===== config.mk =====
export PLATFORM = sky130hd
export DESIGN_NAME = blt_front
export DESIGN_NICKNAME = d
export VERILOG_FILES = /design/src/rtl/blt_pkg.sv /design/src/rtl/blt_front.sv
export SDC_FILE = /design/constraint.sdc
export NUM_CORES = 1
export LEC_CHECK = 0
export BUFFER_PORTS_ARGS = -buffer_cell sky130_fd_sc_hd__buf_2
export CORE_ASPECT_RATIO = 0.7
export CORE_MARGIN = 2
export CORE_UTILIZATION = 55
export CTS_CLUSTER_DIAMETER = 120
export DETAILED_ROUTE_END_ITERATION = 10
export GPL_ROUTABILITY_DRIVEN = 0
export HOLD_SLACK_MARGIN = 0.15
export PLACE_DENSITY = 0.93
export SLEW_MARGIN = 0
export SYNTH_ARGS = -nofsm -noshare
export SYNTH_HDL_FRONTEND = slang
export SYNTH_SLANG_ARGS = --single-unit

===== constraint.sdc =====
create_clock -name clk -period 13.5 [get_ports clk]
set_clock_uncertainty 0.05 [all_clocks]
set_input_delay 0.675 -clock clk [delete_from_list [all_inputs] [get_ports clk]]
set_output_delay 0.675 -clock clk [all_outputs]
set_load 0.05 [all_outputs]

===== src/rtl/blt_pkg.sv =====
`default_nettype none
package blt_pkg;

	// Coordinate fields, registers and the divider are sized from this
	localparam int CW = 12;
	// Width of the scaled numerator (d + offset) * (span - 1) and of its quotient
	localparam int NW = 2 * CW + 1;
	localparam int TEX_DEPTH_DEF = 4096;
	localparam int FIFO_DEPTH = 4;
	localparam int CFG_IDX_W = 3;

	localparam logic [CFG_IDX_W-1:0] REG_TINT        = 3'd0;
	localparam logic [CFG_IDX_W-1:0] REG_IMAGE_SIZE  = 3'd1;
	localparam logic [CFG_IDX_W-1:0] REG_CROP_ORIGIN = 3'd2;
	localparam logic [CFG_IDX_W-1:0] REG_SPAN_SIZE   = 3'd3;
	localparam logic [CFG_IDX_W-1:0] REG_DEST_FULL   = 3'd4;
	localparam logic [CFG_IDX_W-1:0] REG_DEST_OFFSET = 3'd5;

	localparam logic FUNC_LOAD   = 1'b0;
	localparam logic FUNC_RENDER = 1'b1;

	localparam logic [31:0] TINT_RST  = 32'hFFFF_FFFF;
	localparam logic [23:0] IMAGE_RST = 24'd4097;

	typedef struct packed {
		logic        func;
		logic [11:0] texel_addr;
		logic [31:0] texel_rgba;
		logic [11:0] dst_x;
		logic [11:0] dst_y;
		logic [7:0]  dst_b;
		logic [7:0]  dst_g;
		logic [7:0]  dst_r;
	} in_t;

	typedef struct packed {
		logic [7:0] out_b;
		logic [7:0] out_g;
		logic [7:0] out_r;
	} out_t;

	typedef struct packed {
		logic [31:0] tint;
		logic [23:0] image_size;
		logic [23:0] crop_origin;
		logic [23:0] span_size;
		logic [23:0] dest_full_size;
		logic [23:0] dest_offset;
	} cfg_t;

	typedef struct packed {
		logic [7:0] b;
		logic [7:0] g;
		logic [7:0] r;
	} color_t;

	// Fields that ride along with the divider
	typedef struct packed {
		logic        func;
		logic [11:0] texel_addr;
		logic [31:0] texel_rgba;
		logic        zero_x;
		logic        zero_y;
		color_t      color;
	} tail_t;

	typedef struct packed {
		tail_t          tail;
		logic [NW-1:0]  num_x;
		logic [NW-1:0]  num_y;
		logic [CW-1:0]  div_x;
		logic [CW-1:0]  div_y;
	} job_t;

	// Exact x / 255 for x below 65280
	function automatic logic [7:0] div255(input logic [15:0] x);
		logic [15:0] t;
		t = x + {8'd0, x[15:8]} + 16'd1;
		return t[15:8];
	endfunction

	function automatic logic [7:0] tint_mul(input logic [7:0] v, input logic [7:0] m);
		logic [15:0] p;
		p = ({8'd0, v} * {8'd0, m}) + 16'd127;
		return div255(p);
	endfunction

	function automatic logic [7:0] mix(input logic [7:0] s, input logic [7:0] d,
			input logic [7:0] a);
		logic [15:0] p;
		p = ({8'd0, s} * {8'd0, a}) + ({8'd0, d} * {8'd0, 8'd255 - a}) + 16'd127;
		return div255(p);
	endfunction

endpackage
`default_nettype wire


===== src/rtl/blt_front.sv =====
`default_nettype none
module blt_front import blt_pkg::*; (
	input  wire logic clk,
	input  wire logic arst_n,
	input  wire logic start,
	output logic      busy,
	input  wire in_t  item,
	input  wire cfg_t cfg,
	input  wire logic almost_full,
	output logic      push,
	output job_t      job
);

	logic v_s1;
	in_t  item_s1;

	logic [CW:0]   sum_x, sum_y;
	logic [CW-1:0] span_x, span_y, full_x, full_y;

	assign busy = almost_full;

	always_ff @(posedge clk or negedge arst_n) begin
		if (!arst_n) begin
			v_s1 <= 1'b0;
		end else begin
			v_s1 <= start && !busy;
		end
	end

	always_ff @(posedge clk) begin
		if (start && !busy) begin
			item_s1 <= item;
		end
	end

	// Mapping numerator (one multiply), divisor and zero flag
	always_comb begin
		span_x = cfg.span_size[CW-1:0];
		span_y = cfg.span_size[2*CW-1:CW];
		full_x = cfg.dest_full_size[CW-1:0];
		full_y = cfg.dest_full_size[2*CW-1:CW];
		sum_x  = {1'b0, item_s1.dst_x} + {1'b0, cfg.dest_offset[CW-1:0]};
		sum_y  = {1'b0, item_s1.dst_y} + {1'b0, cfg.dest_offset[2*CW-1:CW]};

		job.num_x = NW'(sum_x * (span_x - CW'(1)));
		job.num_y = NW'(sum_y * (span_y - CW'(1)));
		job.div_x = full_x - CW'(1);
		job.div_y = full_y - CW'(1);

		job.tail.func       = item_s1.func;
		job.tail.texel_addr = item_s1.texel_addr;
		job.tail.texel_rgba = item_s1.texel_rgba;
		job.tail.zero_x     = (full_x <= CW'(1)) || (span_x == '0);
		job.tail.zero_y     = (full_y <= CW'(1)) || (span_y == '0);
		job.tail.color.b    = item_s1.dst_b;
		job.tail.color.g    = item_s1.dst_g;
		job.tail.color.r    = item_s1.dst_r;
	end

	assign push = v_s1;

endmodule
`default_nettype wire


==> metrics, run 1 <==
critical setup path kind input pin to output pin; First DRT Iteration DRCs approximately 1,200; global-route usage over all layers 0.291; Synth top area share 0.302; CP peak stage delay 0.55 ns; clk sink count 94; FP Rows 52; CTS tree built; area delta synth->final 11.5%; Slew Limit Fails 0; port bufs ~320; number of global-route vias before repair 13,800; Setup TNS 0 ns; antenna violations before repair 7; htree depth 3; Min-Delay Endpoint item_s1[36]; Synth warnings 0; Most common cell on crit path fa_1; post-synth net total 2,376; Fin Hold WS ~0.45 ns; max-cap viol count 0; Hold Crit Start item[36]; Critical Path Source cfg[1]; Die Ht 147 um; most area-consuming cells after synthesis fa_1 (30%), edfxtp_1 (17%), ha_1 (16%), inv_1 (7.0%), xnor2_1 (4.3%); met3 GRT Util 0.0841; slowest CP cell xor2_1; worst hold-check path type input pin to flip-flop; GR Util met2 0.478; EDFF count, synth 93; die area approximately 0.03 mm2; fill count 2,204; busiest layer in global routing met2; vias per std cell about 5.6; flops & latches, synth 94; sequential fraction of the synthesis area 0.174; IO Pins 396; final hold vios 0; # Post-CTS Setup Buffers 0; unique cell type count in the Yosys netlist 57; Final setup viols 0; Crit Path Max Fanout 5; Slew HR 0.106; first-pass GRT wire length approximately 70 mm; startpoint types input pin; Root Buffer clkbuf_16; drc violations 0; grt total ovfl 0; Tcrit/Tclk final 0.724; core area about 0.029 mm2; post-synth top area cell fa_1; Post-Syn Area per Cell 9.62 um2; via total after detailed routing 13,000; final wirelength around 44 mm; Period minus WS final 9.78 ns; Detail Route Antenna Nets 0; global-route met1 utilization 0.362; crit end category output pin; WP data arrival a little over 9 ns; asr flop ratio synth 0.0106; Clock transition at path regs 0.09 ns; die width about 210 um; clock tree buffer depth 2; Netlist Area Pre-Place 0.0162 mm2; layout net count approximately 2,600; routed len/inst 19.0 um; RSZ-0062 raised after global routing false; dpl cells approximately 2,300; post-placement cell area 0.0177 mm2; Layout Cells excl Fill 2,315; largest net degree at the start of global routing 71; Post-DP HPWL approximately 38 mm; cell count after synthesis 1,681; Critical Path RT 12.77 ns; worst-margin pin slew 1.33 ns; fmax 102 MHz; first-pass iteration count of the detailed router 6; Primary FF master, synth edfxtp_1; Finished Cell Area 0.0180 mm2; hold depth 1; Initial Util 0.560; total CTS buffers 9; outcome finished clean; layout cells sized above 1 0.187
## metrics by stage
| stage | setup WS (ns) | utilization |
|---|---|---|
| global route | 3.35 | 0.624 |
| finish | 3.72 | 0.624 |
| floorplan | 4.83 | - |
| global placement | 4.02 | 0.613 |
| CTS | 3.83 | 0.624 |
| detailed placement | 3.83 | 0.613 |
## layout by cell type (no fill, tap or decap), types with 4 or more instances in the layout
cell,n
nor2_1,176
and2_1,21
edfxtp_1,93
clkbuf_16,9
nand2_1,165
inv_1,300
nor3_1,27
or2_2,5
o21a_1,9
a21oi_1,39
buf_2,315
nor2b_1,21
a21o_1,19
fa_1,244
nand2b_1,43
nand3_1,7
o31a_1,5
diode_2,4
o21ai_0,25
a211oi_1,4
ha_1,202
nor4_1,4
xor2_1,49
xnor2_1,79
buf_4,13
nand3b_1,4
## worst max path at each step
stage,endpoint,slack [ns],depth (start not counted)
2_1_floorplan,job[72],4.83,28
4_1_cts,job[48],3.83,30
3_5_place_dp,job[48],3.83,30
6_report,job[73],3.72,30
3_3_place_gp,job[73],4.02,30
5_1_grt,job[48],3.35,29
## cell usage after synthesis, types with 3 or more instances
library cell  count
nor2b_1          22
nand3_1           7
o31a_1            5
nor4_1            4
or4_1             3
edfxtp_1         93
fa_1            244
a31o_2            3
o21bai_1          3
and2_1           21
nand3b_1          4
a21oi_1          39
o21a_1            9
clkbuf_1         22
a31oi_1           3
nor2_1          176
nand2_1         165
buf_4            70
clkinv_1          3
ha_1            202
a211oi_1          4
xnor2_1          79
nand2b_1         43
inv_1           300
a21o_1           19
xor2_1           49
or2_2             5
nor3_1           27
o21ai_0          25
## flip-flops by register name, indices dropped and copies added, names as in the netlist
name	cells
item_s1	24
job	69
push	1
## area by class of cell
cell class | count | area, um2 | area share
sequential | 94 | 2820 | 0.156
inverter | 303 | 1140 | 0.0631
timing repair buffer | 329 | 1680 | 0.0934
clock buffer | 9 | 225 | 0.0125
antenna | 4 | 10.0 | 0.000555
clock inverter | 7 | 75.1 | 0.00416
tap | 378 | 473 | 0.0262
multi-input combinational | 1191 | 11600 | 0.644
## worst max-delay path, delay by kind of cell
| kind | cells | cell delay (ns) |
|---|---|---|
| fa+ha+maj | 8 | 3.53 |
| compound gates | 10 | 2.90 |
| xor+xnor | 2 | 0.87 |
| buf+inv | 6 | 0.56 |
| simple gates | 4 | 0.52 |
## routing by layer
metal	wire (um)	vias to the layer above
li1	-	5713
met1	16600	6329
met2	20400	818
met3	5090	136
met4	1940	4
met5	33	-
## what timing repair did
action	CTS	global route
hold buffers	1	0
resized for setup	0	0
hold endpoints to repair	1	0
## cells by family (layout without fill, tap and decap cells)
family	Yosys count	after routing	share of synthesized area
buffers and inverters	396	648	0.108
other	0	4	0
flip-flops	94	94	0.174
AND/OR/NAND/NOR	486	486	0.135
XOR/XNOR	129	129	0.0707
AO/OA/AOI/OAI	130	130	0.0535
adder cells (fa/ha/maj)	446	446	0.458
Power of run 1 is not shown: default switching activity piles up to over one toggle a cycle in this logic, so the estimate is an artifact.
==> run 2, diff against run 1 <==
- CORE_UTILIZATION: 55 -> 51
- PLACE_DENSITY: 0.93 -> 0.91
- clock period: 13.5 -> 8.4 ns (I/O delays scaled with it)
==> metrics, run 2 (synthesis results as in run 1) <==
area delta synth->final 19.5% (was 11.5%); first-pass GRT wire length 71.5 mm (was 70.0 mm); startpoint types flip-flop (was input pin); drc violations 0 (unchanged); final wirelength 45.6 mm (was 44.1 mm); Period minus WS final between 8 and 9 ns; Slew HR 0.220 (was 0.106); CP peak stage delay 0.58 ns (was 0.55 ns); crit end category output pin (unchanged); Post-DP HPWL 38.2 mm (was 38.0 mm); Final setup viols 0 (unchanged); core area 0.0312 mm2 (was 0.0289 mm2); routed len/inst 18.6 um (was 19.0 um); final hold vios 0 (unchanged); fmax approximately 120 MHz; Initial Util 0.518 (was 0.560); Layout Cells excl Fill 2,447 (was 2,315); worst hold-check path type input pin to flip-flop (unchanged); clock tree buffer depth 2 (unchanged); First DRT Iteration DRCs 1,172 (was 1,151); WP data arrival 7.91 ns (was 9.06 ns); die width 217 um (was 209 um); first-pass iteration count of the detailed router 7 (was 6); worst-margin pin slew 1.17 ns (was 1.33 ns); total CTS buffers 9 (unchanged); commonest non-fill, non-tap cell in the layout buf_2 (unchanged); Detail Route Antenna Nets 0 (unchanged); number of global-route vias before repair 14,400 (was 13,800); port bufs 315 (unchanged); outcome finished clean (unchanged); max-cap viol count 0 (unchanged); Root Buffer clkbuf_16 (unchanged); Final Core Density 0.619 (was 0.624); vias per std cell 5.44 (was 5.62); Critical Path RT 7.93 ns (was 12.77 ns); clk sink count 94 (unchanged); largest net degree at the start of global routing 95 (was 71); grt total ovfl 0 (unchanged); fill count 2,360 (was 2,204); max FFs per register 69 (unchanged); htree depth 3 (unchanged); IO Pins 396 (unchanged); layout net count 2,712 (was 2,623); via total after detailed routing 13,300 (was 13,000); critical setup path kind flip-flop to output pin (was input pin to output pin); Tcrit/Tclk final 0.998; CTS tree built (unchanged); antenna violations before repair 7 (unchanged); global-route usage over all layers 0.273 (was 0.291); dpl cells 2,410 (was 2,294); layout cells sized above 1 0.263 (was 0.187); Crit Path Max Fanout 6 (was 5); Die Ht 153 um (was 147 um); Most common cell on crit path fa_1 (unchanged); die area 0.0332 mm2 (was 0.0308 mm2); RSZ-0062 raised after global routing true (was false); FP Rows 54 (was 52); Slew Limit Fails 0 (unchanged); Clock transition at path regs 0.08 ns (was 0.09 ns); slowest CP cell fa_2 (was xor2_1); Setup TNS 0 ns (unchanged); commonest cells after routing, fill and taps aside buf_2 (304), inv_1 (294), fa_1 (239) (was buf_2 (315), inv_1 (300), fa_1 (244))
==> run 2: cell type report <==
class,instances,area (um2),area share
multi-input combinational,1191,12200,0.629
antenna,5,12.5,0.000647
sequential,94,2820,0.146
tap,420,526,0.0272
clock buffer,9,225,0.0117
clock inverter,7,73.8,0.00382
inverter,303,1140,0.0588
timing repair buffer,418,2390,0.124
==> run 2: per-layer routing <==
layer / global-route usage / wire length (um) / vias up
met5: 0 / 20 / -
li1: - / - / 5886
met2: 0.445 / 21000 / 843
met3: 0.0770 / 5700 / 170
met1: 0.345 / 17000 / 6410
met4: 0.107 / 1860 / 4
==> run 2: repair_timing <==
item,in CTS,in global routing
endpoints found under the hold margin,1,0
buffers inserted,4,13
pin swaps,16,51
resized for setup,42,81
hold buffers,1,0
setup endpoints to repair,12,16
==> run 2: per-stage QoR <==
step | setup slack [ns] | hold WS (ns) | instance area, um2
global placement | -0.0964 | 0.147 | 18300
finish | 0.0195 | 0.187 | 19300
global route | -0.294 | 0.173 | 19300
CTS | 0.00156 | 0.175 | 18900
floorplan | 0.236 | 0.0744 | 16200
detailed placement | -0.331 | 0.148 | 18300
==> run 2: worst max-delay path: cells and delay by family (launching register included) <==
kind	cells	cell delay [ns]
flops	1	0.42
xor+xnor	2	0.47
buf+inv	4	0.32
fa+ha+maj	9	3.67
simple gates	5	0.97
compound gates	6	1.71
==> run 2: path summary, 6_finish.rpt <==
check,depth (start not counted),slack (ns),endpoint,from
setup / recovery,26,0.02,job[73],item_s1[36]
hold / removal,1,0.19,job[121],item[69]
max in group asynchronous,2,7.89,push,arst_n
min in group asynchronous,2,0.33,push,arst_n
Power of run 2 is left out for the same reason.
==> run 3, diff against run 2 <==
- RECOVER_POWER: not set -> 50
==> metrics, run 3 (synthesis results as in run 1) <==
First DRT Iteration DRCs 1,141 (was 1,172); die width 217 um (unchanged); worst hold-check path type input pin to flip-flop (unchanged); WP data arrival 7.91 ns (about the same); Die Ht 153 um (unchanged); commonest cells after routing, fill and taps aside inv_1 (294), fa_1 (239), buf_2 (229) (was buf_2 (304), inv_1 (294), fa_1 (239)); commonest non-fill, non-tap cell in the layout inv_1 (was buf_2); Slew Limit Fails 0 (unchanged); Largest delay share family, worst path adder cells (unchanged); fin worst setup slack 0.0189 ns (was 0.0195 ns); max-cap viol count 0 (unchanged); port bufs 315 (unchanged); Crit Path Max Fanout 6 (unchanged); first-pass iteration count of the detailed router 7 (unchanged); Detail Route Antenna Nets 0 (unchanged); via total after detailed routing 13,400 (was 13,300); RSZ-0062 raised after global routing true (unchanged); Min-Delay Endpoint job[109] (was job[121]); hold depth 1 (unchanged); Tcrit/Tclk final 0.998 (about the same); global-route usage over all layers 0.273 (unchanged); die area 0.0332 mm2 (unchanged); Critical Path RT 7.93 ns (about the same); FP Rows 54 (unchanged); Hold Crit Start item[57] (was item[69]); Most common cell on crit path fa_1 (unchanged); CTS tree built (unchanged); clock tree buffer depth 2 (unchanged); first-pass GRT wire length 71.5 mm (unchanged); core area 0.0312 mm2 (unchanged); critical setup path kind flip-flop to output pin (unchanged); antenna violations before repair 7 (unchanged); slowest CP cell fa_2 (unchanged); Initial Util 0.518 (unchanged); worst slack, placed -0.331 ns (unchanged); final wirelength 45.7 mm (was 45.6 mm); outcome finished clean (unchanged); crit end category output pin (unchanged); IO Pins 396 (unchanged); htree depth 3 (unchanged); Clock transition at path regs 0.08 ns (about the same); CP peak stage delay 0.58 ns (about the same); largest net degree at the start of global routing 95 (unchanged); clk sink count 94 (unchanged); Post-DP HPWL 38.2 mm (unchanged); max FFs per register 69 (unchanged); Slew HR 0.211 (was 0.220); vias per std cell 5.46 (was 5.44); routed len/inst 18.7 um (was 18.6 um); Period minus WS final 8.38 ns (about the same); fmax 119 MHz (about the same); drc violations 0 (unchanged); Root Buffer clkbuf_16 (unchanged); area delta synth->final 19.0% (was 19.5%); final hold vios 0 (unchanged); number of global-route vias before repair 14,400 (unchanged); worst-margin pin slew 1.18 ns (was 1.17 ns); layout net count 2,712 (unchanged); critical path depth 26 (unchanged); Final setup viols 0 (unchanged); Critical path buffers and inverters 4 (unchanged); grt total ovfl 0 (unchanged); total CTS buffers 9 (unchanged); startpoint types flip-flop (unchanged); layout cells sized above 1 0.226 (was 0.263); Setup TNS 0 ns (unchanged)
-- run 3: cell types whose count changed in the layout (fill, tap and decap cells not counted), sizes merged --
cell    delta
clkbuf    +75
buf       -75
-- run 3: how the worst max path moves through the flow --
| stage | from | to | slack [ns] |
|---|---|---|---|
| floorplan | cfg[1] | job[72] | 0.24 |
| global placement | cfg[1] | job[70] | -0.1 |
| detailed placement | cfg[1] | job[70] | -0.33 |
| CTS | item_s1[24] | job[48] | 0.002 |
| global route | item_s1[24] | job[48] | -0.29 |
| finish | item_s1[36] | job[73] | 0.02 |
-- run 3: layer usage --
layer / vias up / global-route usage / share of wire
li1: 5884 / - / -
met1: 6447 / 0.345 / 0.37
met2: 867 / 0.445 / 0.47
met3: 148 / 0.0770 / 0.12
met4: 4 / 0.107 / 0.037
met5: - / 0 / 0.00044
-- run 3: what timing repair did --
action | CTS | global route
resized for setup | 42 | 81
endpoints found under the setup margin | 12 | 16
endpoints found under the hold margin | 1 | 0
hold buffers | 1 | 0
gates cloned | 0 | 0
buffers inserted | 4 | 13
pin swaps | 16 | 51
-- run 3: metrics by stage --
step | cells | hold WS [ns] | util | instance area [um2]
after global routing | 2447 | 0.173 | 0.616 | 19200
after detailed placement | 2410 | 0.148 | 0.587 | 18300
final | 2447 | 0.186 | 0.616 | 19200
after global placement | 2410 | 0.147 | 0.587 | 18300
after CTS | 2431 | 0.175 | 0.604 | 18900
after floorplan | 1681 | 0.0744 | - | 16200
-- run 3: final cells by class --
cell class	count	area (um2)
multi-input combinational	1191	12200
fill	2409	12000
sequential	94	2820
timing repair buffer	418	2290
inverter	303	1140
tap	420	526
clock buffer	9	225
clock inverter	7	73.8
antenna	5	12.5
Power of run 3 is left out for the same reason.
