$ cat config.mk
export PLATFORM = sky130hd
export DESIGN_NAME = blt_fifo
export DESIGN_NICKNAME = d
export VERILOG_FILES = /design/src/rtl/blt_pkg.sv /design/src/rtl/blt_fifo.sv
export SDC_FILE = /design/constraint.sdc
export NUM_CORES = 1
export LEC_CHECK = 0
export ABC_AREA = 1
export CAP_MARGIN = 10
export CORE_MARGIN = 5
export CORE_UTILIZATION = 63
export CTS_BUF_LIST = sky130_fd_sc_hd__clkbuf_16
export CTS_CLUSTER_DIAMETER = 40
export DETAILED_ROUTE_END_ITERATION = 7
export DONT_BUFFER_PORTS = 1
export PLACE_DENSITY = 0.79
export SLEW_MARGIN = 20
export SYNTH_ARGS = -nofsm -noshare
export SYNTH_HDL_FRONTEND = slang
export SYNTH_SLANG_ARGS = --single-unit
$ cat constraint.sdc
create_clock -name clk -period 4.4 [get_ports clk]
set_input_delay 1.1 -clock clk [delete_from_list [all_inputs] [get_ports clk]]
set_output_delay 1.1 -clock clk [all_outputs]
set_load 0.05 [all_outputs]
$ cat src/rtl/blt_pkg.sv
`default_nettype none
package blt_pkg;

	// Coordinate fields, registers and the divider are sized from this
	localparam int CW = 12;
	// Width of the scaled numerator (d + offset) * (span - 1) and of its quotient
	localparam int NW = 2 * CW + 1;
	localparam int TEX_DEPTH_DEF = 4096;
	localparam int FIFO_DEPTH = 4;
	localparam int CFG_IDX_W = 3;

	localparam logic [CFG_IDX_W-1:0] REG_TINT        = 3'd0;
	localparam logic [CFG_IDX_W-1:0] REG_IMAGE_SIZE  = 3'd1;
	localparam logic [CFG_IDX_W-1:0] REG_CROP_ORIGIN = 3'd2;
	localparam logic [CFG_IDX_W-1:0] REG_SPAN_SIZE   = 3'd3;
	localparam logic [CFG_IDX_W-1:0] REG_DEST_FULL   = 3'd4;
	localparam logic [CFG_IDX_W-1:0] REG_DEST_OFFSET = 3'd5;

	localparam logic FUNC_LOAD   = 1'b0;
	localparam logic FUNC_RENDER = 1'b1;

	localparam logic [31:0] TINT_RST  = 32'hFFFF_FFFF;
	localparam logic [23:0] IMAGE_RST = 24'd4097;

	typedef struct packed {
		logic        func;
		logic [11:0] texel_addr;
		logic [31:0] texel_rgba;
		logic [11:0] dst_x;
		logic [11:0] dst_y;
		logic [7:0]  dst_b;
		logic [7:0]  dst_g;
		logic [7:0]  dst_r;
	} in_t;

	typedef struct packed {
		logic [7:0] out_b;
		logic [7:0] out_g;
		logic [7:0] out_r;
	} out_t;

	typedef struct packed {
		logic [31:0] tint;
		logic [23:0] image_size;
		logic [23:0] crop_origin;
		logic [23:0] span_size;
		logic [23:0] dest_full_size;
		logic [23:0] dest_offset;
	} cfg_t;

	typedef struct packed {
		logic [7:0] b;
		logic [7:0] g;
		logic [7:0] r;
	} color_t;

	// Fields that ride along with the divider
	typedef struct packed {
		logic        func;
		logic [11:0] texel_addr;
		logic [31:0] texel_rgba;
		logic        zero_x;
		logic        zero_y;
		color_t      color;
	} tail_t;

	typedef struct packed {
		tail_t          tail;
		logic [NW-1:0]  num_x;
		logic [NW-1:0]  num_y;
		logic [CW-1:0]  div_x;
		logic [CW-1:0]  div_y;
	} job_t;

	// Exact x / 255 for x below 65280
	function automatic logic [7:0] div255(input logic [15:0] x);
		logic [15:0] t;
		t = x + {8'd0, x[15:8]} + 16'd1;
		return t[15:8];
	endfunction

	function automatic logic [7:0] tint_mul(input logic [7:0] v, input logic [7:0] m);
		logic [15:0] p;
		p = ({8'd0, v} * {8'd0, m}) + 16'd127;
		return div255(p);
	endfunction

	function automatic logic [7:0] mix(input logic [7:0] s, input logic [7:0] d,
			input logic [7:0] a);
		logic [15:0] p;
		p = ({8'd0, s} * {8'd0, a}) + ({8'd0, d} * {8'd0, 8'd255 - a}) + 16'd127;
		return div255(p);
	endfunction

endpackage
`default_nettype wire

$ cat src/rtl/blt_fifo.sv
`default_nettype none
module blt_fifo import blt_pkg::*; (
	input  wire logic clk,
	input  wire logic arst_n,
	input  wire logic push,
	input  wire job_t wr_job,
	input  wire logic pop,
	output job_t      rd_job,
	output logic      not_empty,
	output logic      almost_full
);

	localparam int PW = $clog2(FIFO_DEPTH);

	job_t          mem_q [FIFO_DEPTH];
	logic [PW-1:0] wptr_q, rptr_q;
	logic [PW:0]   count_q;

	assign not_empty = count_q != '0;
	// Leave room for the transaction still in the front register
	assign almost_full = count_q >= (PW+1)'(FIFO_DEPTH - 2);
	assign rd_job = mem_q[rptr_q];

	always_ff @(posedge clk or negedge arst_n) begin
		if (!arst_n) begin
			wptr_q  <= '0;
			rptr_q  <= '0;
			count_q <= '0;
		end else begin
			if (push) begin
				wptr_q <= wptr_q + PW'(1);
			end
			if (pop) begin
				rptr_q <= rptr_q + PW'(1);
			end
			count_q <= count_q + (PW+1)'(push) - (PW+1)'(pop);
		end
	end

	always_ff @(posedge clk) begin
		if (push) begin
			mem_q[wptr_q] <= wr_job;
		end
	end

endmodule
`default_nettype wire

==> results of run 1 <==
==> registers in the layout, summed over array words and instances, names as in the netlist <==
name	cells
mem_q	580
count_q	3
wptr_q	2
rptr_q	2
==> cells in the final DEF (no fill, tap or decap) <==
cell / count
sky130_fd_sc_hd__buf_12: 15
sky130_fd_sc_hd__buf_4: 3
sky130_fd_sc_hd__inv_1: 597
sky130_fd_sc_hd__clkinv_2: 8
sky130_fd_sc_hd__inv_4: 1
sky130_fd_sc_hd__bufinv_16: 8
sky130_fd_sc_hd__clkinv_4: 7
sky130_fd_sc_hd__dfrtp_1: 5
sky130_fd_sc_hd__clkinvlp_4: 8
sky130_fd_sc_hd__nand2_1: 732
sky130_fd_sc_hd__clkinv_1: 4
sky130_fd_sc_hd__dfrtp_4: 2
sky130_fd_sc_hd__inv_6: 6
sky130_fd_sc_hd__edfxtp_1: 580
sky130_fd_sc_hd__fa_1: 1
sky130_fd_sc_hd__xor2_1: 4
sky130_fd_sc_hd__nand3_1: 292
sky130_fd_sc_hd__clkbuf_16: 71
sky130_fd_sc_hd__o21ai_0: 1
sky130_fd_sc_hd__ha_1: 7
sky130_fd_sc_hd__inv_8: 2
==> area by class of cell <==
type	instances	area, sq um
Clock buffer	71	1777
Clock inverter	47	484.2
Fill cell	2417	11290
Inverter	594	2255
Multi-Input combinational cell	1037	4357
Sequential cell	587	17600
Tap cell	518	648.1
Timing Repair Buffer	18	322.8
==> per-layer routing <==
metal	routed length, microns	track usage (%)
met5	13	0
met4	1271	7.429
met3	5778	9.158
met2	26270	40.74
met1	18980	28.61
==> worst max-delay path, delay by kind of cell (launching register included) <==
kind / cells / cell delay, ns
and+or+nand+nor: 3 / 0.67
buffers and inverters: 1 / 0.49
DFF: 1 / 0.47
==> Yosys cell counts, drive strengths merged <==
| master | number | area [sq um] |
|---|---|---|
| xor2 | 4 | 35.03 |
| nand2 | 732 | 2748 |
| fa | 1 | 20.02 |
| clkbuf | 18 | 67.56 |
| buf | 80 | 421.7 |
| dfrtp | 7 | 175.2 |
| nand3 | 292 | 1461 |
| inv | 594 | 2230 |
| ha | 7 | 87.58 |
| o21ai | 1 | 5.000 |
| edfxtp | 580 | 17420 |
==> power by group <==
part / total, uW / internal, uW / switching (uW)
Sequential: 7560 / 7320 / 237
Combinational: 8960 / 1360 / 7590
Clock: 5570 / 3420 / 2150
==> path summary, 6_finish.rpt <==
kind | endpoint | slack (ns) | depth (start not counted)
setup / recovery | rd_job[37] | 0.64 | 4
max in group asynchronous | rptr_q[1] | 4.09 | 0
setup reg to reg | mem_q[2][59] | 1.95 | 5
min in group clk | wptr_q[0] | 0.56 | 1
hold reg to reg | wptr_q[0] | 0.56 | 1
hold / removal | count_q[0] | 0.22 | 0
==> through the flow <==
stage | std cells | hold WS (ns)
after floorplan | 2316 | 0.4936
after global placement | 2754 | 0.5157
after detailed placement | 2754 | 0.5411
after CTS | 2872 | 0.1898
after global routing | 2872 | 0.1871
final | 2872 | 0.2187
==> logic make-up (layout without fill, tap and decap cells) <==
logic type,Yosys count,count (layout)
XOR/XNOR,4,4
buffers and inverters,692,730
AND/OR/NAND/NOR,1024,1024
flip-flops,587,587
adder cells (fa/ha/maj),8,8
AO/OA/AOI/OAI,1,1
==> metrics.txt, run 1 <==
# TYPE chip_impl_metric gauge
chip_impl_info{name="outcome",value="finished clean"} 1
chip_impl_metric{name="synth_adder_area_share",unit="%"} 0.4362
chip_impl_metric{name="layout_net_count",unit=""} 2463
chip_impl_metric{name="grt_max_degree",unit=""} 213
chip_impl_info{name="cp_common_cell",value="sky130_fd_sc_hd__nand2_1"} 1
chip_impl_metric{name="worstMarginPinSlew",unit="ns"} 1.260
chip_impl_info{name="timing.critical_path.slowest_stage_cell",value="sky130_fd_sc_hd__buf_12"} 1
chip_impl_metric{name="hpwl",unit="mm"} 29.43
chip_impl_info{name="reg2reg_from",value="wptr_q[0]"} 1
chip_impl_metric{name="syn_area_per_cell",unit="sq um"} 10.65
chip_impl_metric{name="pwr_cell_area",unit="nW/um^2"} 804.7
chip_impl_info{name="startpoint_type",value="register"} 1
chip_impl_metric{name="synth_area",unit="sq um"} 24670
chip_impl_metric{name="cts_hold_buf",unit=""} 0
chip_impl_metric{name="vdd_ir_drop_max",unit="mV"} 0.7190
chip_impl_info{name="unrepaired_setup_endpoints_after_global_routing",value="no"} 1
chip_impl_metric{name="timing.critical_path.required",unit="ns"} 3.30
chip_impl_metric{name="dp_worst_setup_slack",unit="ns"} 1.367
chip_impl_metric{name="floorplan.die_area",unit="sq um"} 43210
chip_impl_metric{name="area_delta_synth_final",unit="%"} 11.25
chip_impl_metric{name="worst_slack",unit="ns"} 0.6373
chip_impl_metric{name="synth_seq_area_share",unit="%"} 71.32
chip_impl_metric{name="yosys.cell_types.count",unit=""} 15
chip_impl_info{name="timing.critical_path.cells",value="buf_12, nand2_1, nand3_1, nand2_1"} 1
chip_impl_metric{name="setup_violations",unit=""} 0
chip_impl_info{name="timing_worst_setup_path_type",value="register to primary output"} 1
chip_impl_metric{name="fmaxAchievable",unit="GHz"} 0.2658
chip_impl_info{name="ctsRootBufferMaster",value="sky130_fd_sc_hd__clkbuf_16"} 1
chip_impl_metric{name="io_pins",unit=""} 296
chip_impl_metric{name="final.period_utilization",unit="%"} 85.52
chip_impl_metric{name="rows",unit=""} 72
chip_impl_metric{name="post-cts-setup-buffers",unit=""} 0
chip_impl_metric{name="total_leakage_power",unit="uW"} 0.01239
chip_impl_metric{name="hold_viol_final",unit=""} 0
chip_impl_metric{name="post-layout-total-power",unit="uW"} 22080
chip_impl_metric{name="layout_min_cycle_time",unit="ns"} 3.763
chip_impl_metric{name="place.gp.congestion",unit=""} 0.8242
chip_impl_metric{name="detail_route.wl_per_cell",unit="microns"} 18.22
chip_impl_metric{name="initialDrtViolationCount",unit=""} 1258
chip_impl_metric{name="cts_repair_resize_count",unit=""} 0
chip_impl_metric{name="compound_gate_fraction_of_synth_area",unit="%"} 0.02029
chip_impl_metric{name="antennaDiodeCount",unit=""} 0
chip_impl_metric{name="port_buffers",unit=""} 0
chip_impl_metric{name="final-max-slew-violation-count",unit=""} 0
chip_impl_metric{name="dieWidth",unit="microns"} 207.9
chip_impl_metric{name="final_util",unit="%"} 70.84
chip_impl_metric{name="max_stage_delay",unit="ns"} 0.49
chip_impl_metric{name="synth.area.mux_share",unit="%"} 0
chip_impl_metric{name="post_synth_and_or_nand_nor_area_fraction",unit="%"} 17.06
chip_impl_metric{name="grt_pass1_wl",unit="mm"} 81.42
chip_impl_metric{name="avgViaCountPerCell",unit=""} 5.271
chip_impl_metric{name="num_vias",unit=""} 15140
chip_impl_metric{name="yosys_register_bits",unit=""} 587
chip_impl_metric{name="grt_use_total",unit="%"} 23.97
chip_impl_metric{name="grt_antenna_before_repair",unit=""} 1
chip_impl_info{name="holdCritPathClass",value="primary input to asynchronous set/reset pin"} 1
chip_impl_metric{name="clock_slew_at_reported_path_ffs",unit="ns"} 0.06
chip_impl_metric{name="cts_buffers",unit=""} 68
chip_impl_metric{name="clock_insertion_delay_worst_skew",unit="ns"} 0.57
chip_impl_metric{name="critical_path_peak_fanout",unit=""} 212
chip_impl_metric{name="gr-total-overflow",unit=""} 0
chip_impl_metric{name="numClockSinks",unit=""} 587
chip_impl_metric{name="core_area",unit="sq um"} 38740
chip_impl_info{name="worstSetupEndpointType",value="primary output"} 1
chip_impl_metric{name="cts_buffer_depth",unit=""} 3
chip_impl_metric{name="critPathArrivalTime",unit="ns"} 2.66
chip_impl_metric{name="die_h",unit="microns"} 207.9
chip_impl_metric{name="dpl-instance-area",unit="sq um"} 25180
chip_impl_info{name="clock_tree_from_tritoncts",value="yes"} 1
chip_impl_info{name="setup.worst_path.start",value="rptr_q[0]"} 1
chip_impl_metric{name="post_synth_xor_area_fraction",unit="%"} 0.1420
chip_impl_metric{name="finalSetupTns",unit="ns"} 0
chip_impl_metric{name="final_design_area_no_fill",unit="sq um"} 27440
chip_impl_metric{name="h_tree_level_count",unit=""} 3
chip_impl_metric{name="synthCells",unit=""} 2316
chip_impl_metric{name="start_util",unit="%"} 63.68
chip_impl_metric{name="detail-route-antenna-nets",unit=""} 0
chip_impl_metric{name="yosys_warnings",unit=""} 0
chip_impl_metric{name="routed_wl",unit="mm"} 52.32
chip_impl_info{name="combinational_family_with_the_most_area_after_synthesis",value="simple AND/OR/NAND/NOR gates"} 1
chip_impl_metric{name="layout-drive-gt1-share",unit="%"} 5.565
chip_impl_metric{name="vias_in_the_first_global_route",unit=""} 15090
chip_impl_metric{name="syn-num-nets",unit=""} 2473
chip_impl_metric{name="drc",unit=""} 0
chip_impl_metric{name="detail_route.first_pass.iterations",unit=""} 5
chip_impl_metric{name="final.setup_skew",unit="ns"} 0.02069
chip_impl_metric{name="max_cap_violations",unit=""} 0
chip_impl_metric{name="slew_headroom",unit="%"} 16.02
Power figures use the tool's default switching activity.
==> run 2: changes to the inputs <==
--- a/config.mk
+++ b/config.mk
@@ -5,7 +5,6 @@
 export SDC_FILE = /design/constraint.sdc
 export NUM_CORES = 1
 export LEC_CHECK = 0
-export ABC_AREA = 1
 export CAP_MARGIN = 10
 export CORE_MARGIN = 5
 export CORE_UTILIZATION = 63
==> run 2 against run 1 <==
Net effect: utilization shrank 0.082 points; maximum frequency grew 0.99%; register-to-register slack gained 0.25 ns; total power shrank 13%; die area shrank 12%; critical path type unchanged; largest cell class unchanged; largest power group is now sequential cells.
==> metrics.txt, run 2 <==
# TYPE chip_impl_metric gauge
chip_impl_info{name="timing.critical_path.cells",value="buf_4, mux4_2"} 1
chip_impl_metric{name="clock_slew_at_reported_path_ffs",unit="ns"} 0.06
chip_impl_metric{name="hpwl",unit="mm"} 25.75
chip_impl_metric{name="total_leakage_power",unit="uW"} 0.007523
chip_impl_metric{name="filler_cell_count",unit=""} 1854
chip_impl_metric{name="grt_pass1_wl",unit="mm"} 63.85
chip_impl_metric{name="max_stage_delay",unit="ns"} 1.03
chip_impl_metric{name="detail_route.first_pass.iterations",unit=""} 5
chip_impl_info{name="post-synth-top-count-cell",value="sky130_fd_sc_hd__edfxtp_1"} 1
chip_impl_metric{name="die_h",unit="microns"} 194.5
chip_impl_metric{name="area_delta_synth_final",unit="%"} 10.66
chip_impl_metric{name="initialDrtViolationCount",unit=""} 736
chip_impl_metric{name="synth_area",unit="sq um"} 21440
chip_impl_metric{name="layout-drive-gt1-share",unit="%"} 29.84
chip_impl_metric{name="postSynth.asyncResetShare",unit="%"} 1.193
chip_impl_metric{name="detail-route-antenna-nets",unit=""} 0
chip_impl_metric{name="rows",unit=""} 67
chip_impl_metric{name="critPathArrivalTime",unit="ns"} 2.63
chip_impl_metric{name="vdd_ir_drop_max",unit="mV"} 0.4513
chip_impl_metric{name="setup_violations",unit=""} 0
chip_impl_metric{name="start_util",unit="%"} 63.94
chip_impl_info{name="crit-reg2reg-capture",value="mem_q[2][90]"} 1
chip_impl_metric{name="cts_buffer_depth",unit=""} 3
chip_impl_metric{name="grt_use_total",unit="%"} 23.22
chip_impl_info{name="timing_worst_setup_path_type",value="register to primary output"} 1
chip_impl_info{name="startpoint_type",value="register"} 1
chip_impl_metric{name="yosys.cell_types.count",unit=""} 18
chip_impl_metric{name="layout_net_count",unit=""} 999
chip_impl_info{name="outcome",value="finished clean"} 1
chip_impl_info{name="yosys_most_used_dff",value="sky130_fd_sc_hd__edfxtp_1"} 1
chip_impl_metric{name="r2r_cells",unit=""} 4
chip_impl_metric{name="syn_area_per_cell",unit="sq um"} 27.00
chip_impl_metric{name="place.gp.congestion",unit=""} 0.7791
chip_impl_metric{name="num_vias",unit=""} 8588
chip_impl_info{name="reg2reg_from",value="wptr_q[0]"} 1
chip_impl_metric{name="hold_viol_final",unit=""} 0
chip_impl_metric{name="fmaxAchievable",unit="GHz"} 0.2684
chip_impl_metric{name="slew_headroom",unit="%"} 29.55
chip_impl_metric{name="vias_in_the_first_global_route",unit=""} 9303
chip_impl_info{name="holdCritPathClass",value="primary input to asynchronous set/reset pin"} 1
chip_impl_metric{name="final.setup_skew",unit="ns"} 0.01041
chip_impl_metric{name="final.period_utilization",unit="%"} 84.68
chip_impl_metric{name="final-max-slew-violation-count",unit=""} 0
chip_impl_info{name="mostFrequentLayoutCell",value="sky130_fd_sc_hd__edfxtp_1"} 1
chip_impl_metric{name="yosys.area.top_type_share",unit="%"} 81.23
chip_impl_metric{name="numClockSinks",unit=""} 587
chip_impl_info{name="netlist_top_cells_area",value="sky130_fd_sc_hd__edfxtp_1 (81%), sky130_fd_sc_hd__mux4_2 (15%), sky130_fd_sc_hd__buf_12 (1.0%), sky130_fd_sc_hd__dfrtp_1 (0.82%), sky130_fd_sc_hd__ha_1 (0.41%)"} 1
chip_impl_metric{name="synthCells",unit=""} 794
chip_impl_metric{name="post_synth_edffs",unit=""} 580
chip_impl_info{name="synth.largest_area_cell",value="sky130_fd_sc_hd__edfxtp_1"} 1
chip_impl_metric{name="antennaDiodeCount",unit=""} 0
chip_impl_metric{name="gr-total-overflow",unit=""} 0
chip_impl_info{name="yosys-top-cells-count",value="sky130_fd_sc_hd__edfxtp_1 (580), sky130_fd_sc_hd__mux4_2 (145), sky130_fd_sc_hd__buf_2 (14), sky130_fd_sc_hd__buf_12 (11), sky130_fd_sc_hd__inv_1 (8)"} 1
chip_impl_info{name="clock_tree_from_tritoncts",value="yes"} 1
chip_impl_info{name="unrepaired_setup_endpoints_after_global_routing",value="no"} 1
chip_impl_metric{name="syn-num-nets",unit=""} 951
chip_impl_metric{name="layout_min_cycle_time",unit="ns"} 3.726
chip_impl_metric{name="yosys_warnings",unit=""} 0
chip_impl_metric{name="finalSetupTns",unit="ns"} 0
chip_impl_metric{name="drc",unit=""} 0
chip_impl_metric{name="max_cap_violations",unit=""} 0
chip_impl_metric{name="routed_wl",unit="mm"} 43.82
chip_impl_metric{name="synth_seq_area_share",unit="%"} 82.04
chip_impl_metric{name="dieWidth",unit="microns"} 194.5
chip_impl_metric{name="grt_antenna_before_repair",unit=""} 0
chip_impl_metric{name="core_area",unit="sq um"} 33530
chip_impl_info{name="layout_common_cells",value="sky130_fd_sc_hd__edfxtp_1 (580), sky130_fd_sc_hd__mux4_2 (145), sky130_fd_sc_hd__clkbuf_16 (59), sky130_fd_sc_hd__clkinv_2 (15), sky130_fd_sc_hd__inv_1 (13)"} 1
chip_impl_metric{name="yosys_register_bits",unit=""} 587
chip_impl_info{name="timing.critical_path.slowest_stage_cell",value="sky130_fd_sc_hd__dfrtp_4"} 1
chip_impl_metric{name="port_buffers",unit=""} 0
chip_impl_info{name="largest-register",value="mem_q"} 1
chip_impl_metric{name="floorplan.die_area",unit="sq um"} 37820
chip_impl_metric{name="pwr_cell_area",unit="nW/um^2"} 808.5
chip_impl_metric{name="clock_insertion_delay_worst_skew",unit="ns"} 0.59
chip_impl_info{name="ctsRootBufferMaster",value="sky130_fd_sc_hd__clkbuf_16"} 1
chip_impl_metric{name="grt_max_degree",unit=""} 82
chip_impl_metric{name="cts_buffers",unit=""} 59
chip_impl_metric{name="post-cts-setup-buffers",unit=""} 0
chip_impl_info{name="biggestRegsByFlops",value="mem_q (580), count_q (3)"} 1
chip_impl_metric{name="worstMarginPinSlew",unit="ns"} 1.050
chip_impl_metric{name="largest_register_ff_count",unit=""} 580
chip_impl_metric{name="register_area",unit="sq um"} 17600
chip_impl_metric{name="r2r_slack",unit="ns"} 2.20
chip_impl_metric{name="timing.critical_path.required",unit="ns"} 3.30
chip_impl_metric{name="post-layout-total-power",unit="uW"} 19180
chip_impl_metric{name="critical_path_peak_fanout",unit=""} 59
chip_impl_metric{name="cts_repair_resize_count",unit=""} 0
chip_impl_metric{name="cts_hold_buf",unit=""} 0
chip_impl_metric{name="detail_route.wl_per_cell",unit="microns"} 32.80
chip_impl_metric{name="h_tree_level_count",unit=""} 2
chip_impl_metric{name="avgViaCountPerCell",unit=""} 6.428
chip_impl_metric{name="io_pins",unit=""} 296
chip_impl_metric{name="multiInputGateArea",unit="sq um"} 3473
chip_impl_info{name="worstSetupEndpointType",value="primary output"} 1
==> run 2: changes by cell type in the layout (fill, tap and decap cells not counted), sizes merged, moves of 2 or more <==
cell      change
nand3       -291
nand2       -730
and2          +4
bufinv        -6
clkinvlp      -5
clkinv       +11
buf           +2
inv         -585
clkbuf       -12
mux4        +145
==> run 2: critical path, delay by kind of cell, from the launching register on <==
family                 cells  cell delay (ns)
muxes                      1             0.54
buffers and inverters      1             0.43
DFF                        1             1.03
==> run 2: cell families (layout without fill, tap and decap cells) <==
group | Yosys count | in the layout | share of synthesized area, %
DFF | 587 | 587 | 82.04
muxes | 145 | 145 | 15.23
adders and majority gates | 8 | 8 | 0.5018
xor gates and xnor gates | 4 | 4 | 0.1634
AOI/OAI and AO/OA | 2 | 2 | 0.05834
buffers and inverters | 41 | 135 | 1.826
and+or+nand+nor | 7 | 7 | 0.1750
==> run 2: how the worst max path moves through the flow <==
stage                             end  cells past startpoint       from  slack, ns
after global routing      rd_job[100]                      2  rptr_q[0]       0.54
after global placement     rd_job[80]                      2  rptr_q[1]       1.34
after floorplan           mem_q[1][0]                      1       push       1.06
final                      rd_job[48]                      2  rptr_q[1]       0.67
after detailed placement  rd_job[102]                      2  rptr_q[0]       1.30
after CTS                  rd_job[48]                      2  rptr_q[1]       0.61
==> run 2: final cells by class <==
type / instances / share of cell area (%)
Tap cell: 448 / 2.362
Timing Repair Buffer: 20 / 1.055
Inverter: 8 / 0.1266
Clock buffer: 59 / 6.222
Sequential cell: 587 / 74.17
Multi-Input combinational cell: 166 / 14.64
Clock inverter: 48 / 1.424
==> run 2: layer usage <==
layer / global-route usage, % / vias to the layer above / part of all wire [%] / routed length (microns)
met5: 0 / - / 0 / 0
met4: 8.099 / 0 / 3.1 / 1362
met3: 8.085 / 76 / 10 / 4502
met2: 39.70 / 442 / 53 / 23140
met1: 27.90 / 4536 / 34 / 14810
li1: - / 3534 / - / -
==> run 2: where the power goes <==
group	total (uW)	internal [uW]	leakage [uW]	switching [uW]
clock	4630	2580	0.000919	2050
combinational	6750	1680	0.00120	5060
sequential	7810	7320	0.00541	484
total	19200	11600	0.00752	7590
==> run 2: per-stage QoR <==
| step | cells | utilization (%) | area (sq um) | worst slack (ns) | hold slack (ns) |
|---|---|---|---|---|---|
| 2_1_floorplan | 794 | - | 21450 | 1.061 | 0.4936 |
| 3_3_place_gp | 1229 | 65.35 | 21910 | 1.337 | 0.5110 |
| 3_5_place_dp | 1229 | 65.35 | 21910 | 1.298 | 0.5249 |
| 4_1_cts | 1336 | 70.76 | 23730 | 0.6118 | 0.1610 |
| 5_1_grt | 1336 | 70.76 | 23730 | 0.5444 | 0.1701 |
| 6_report | 1336 | 70.76 | 23730 | 0.6741 | 0.2045 |
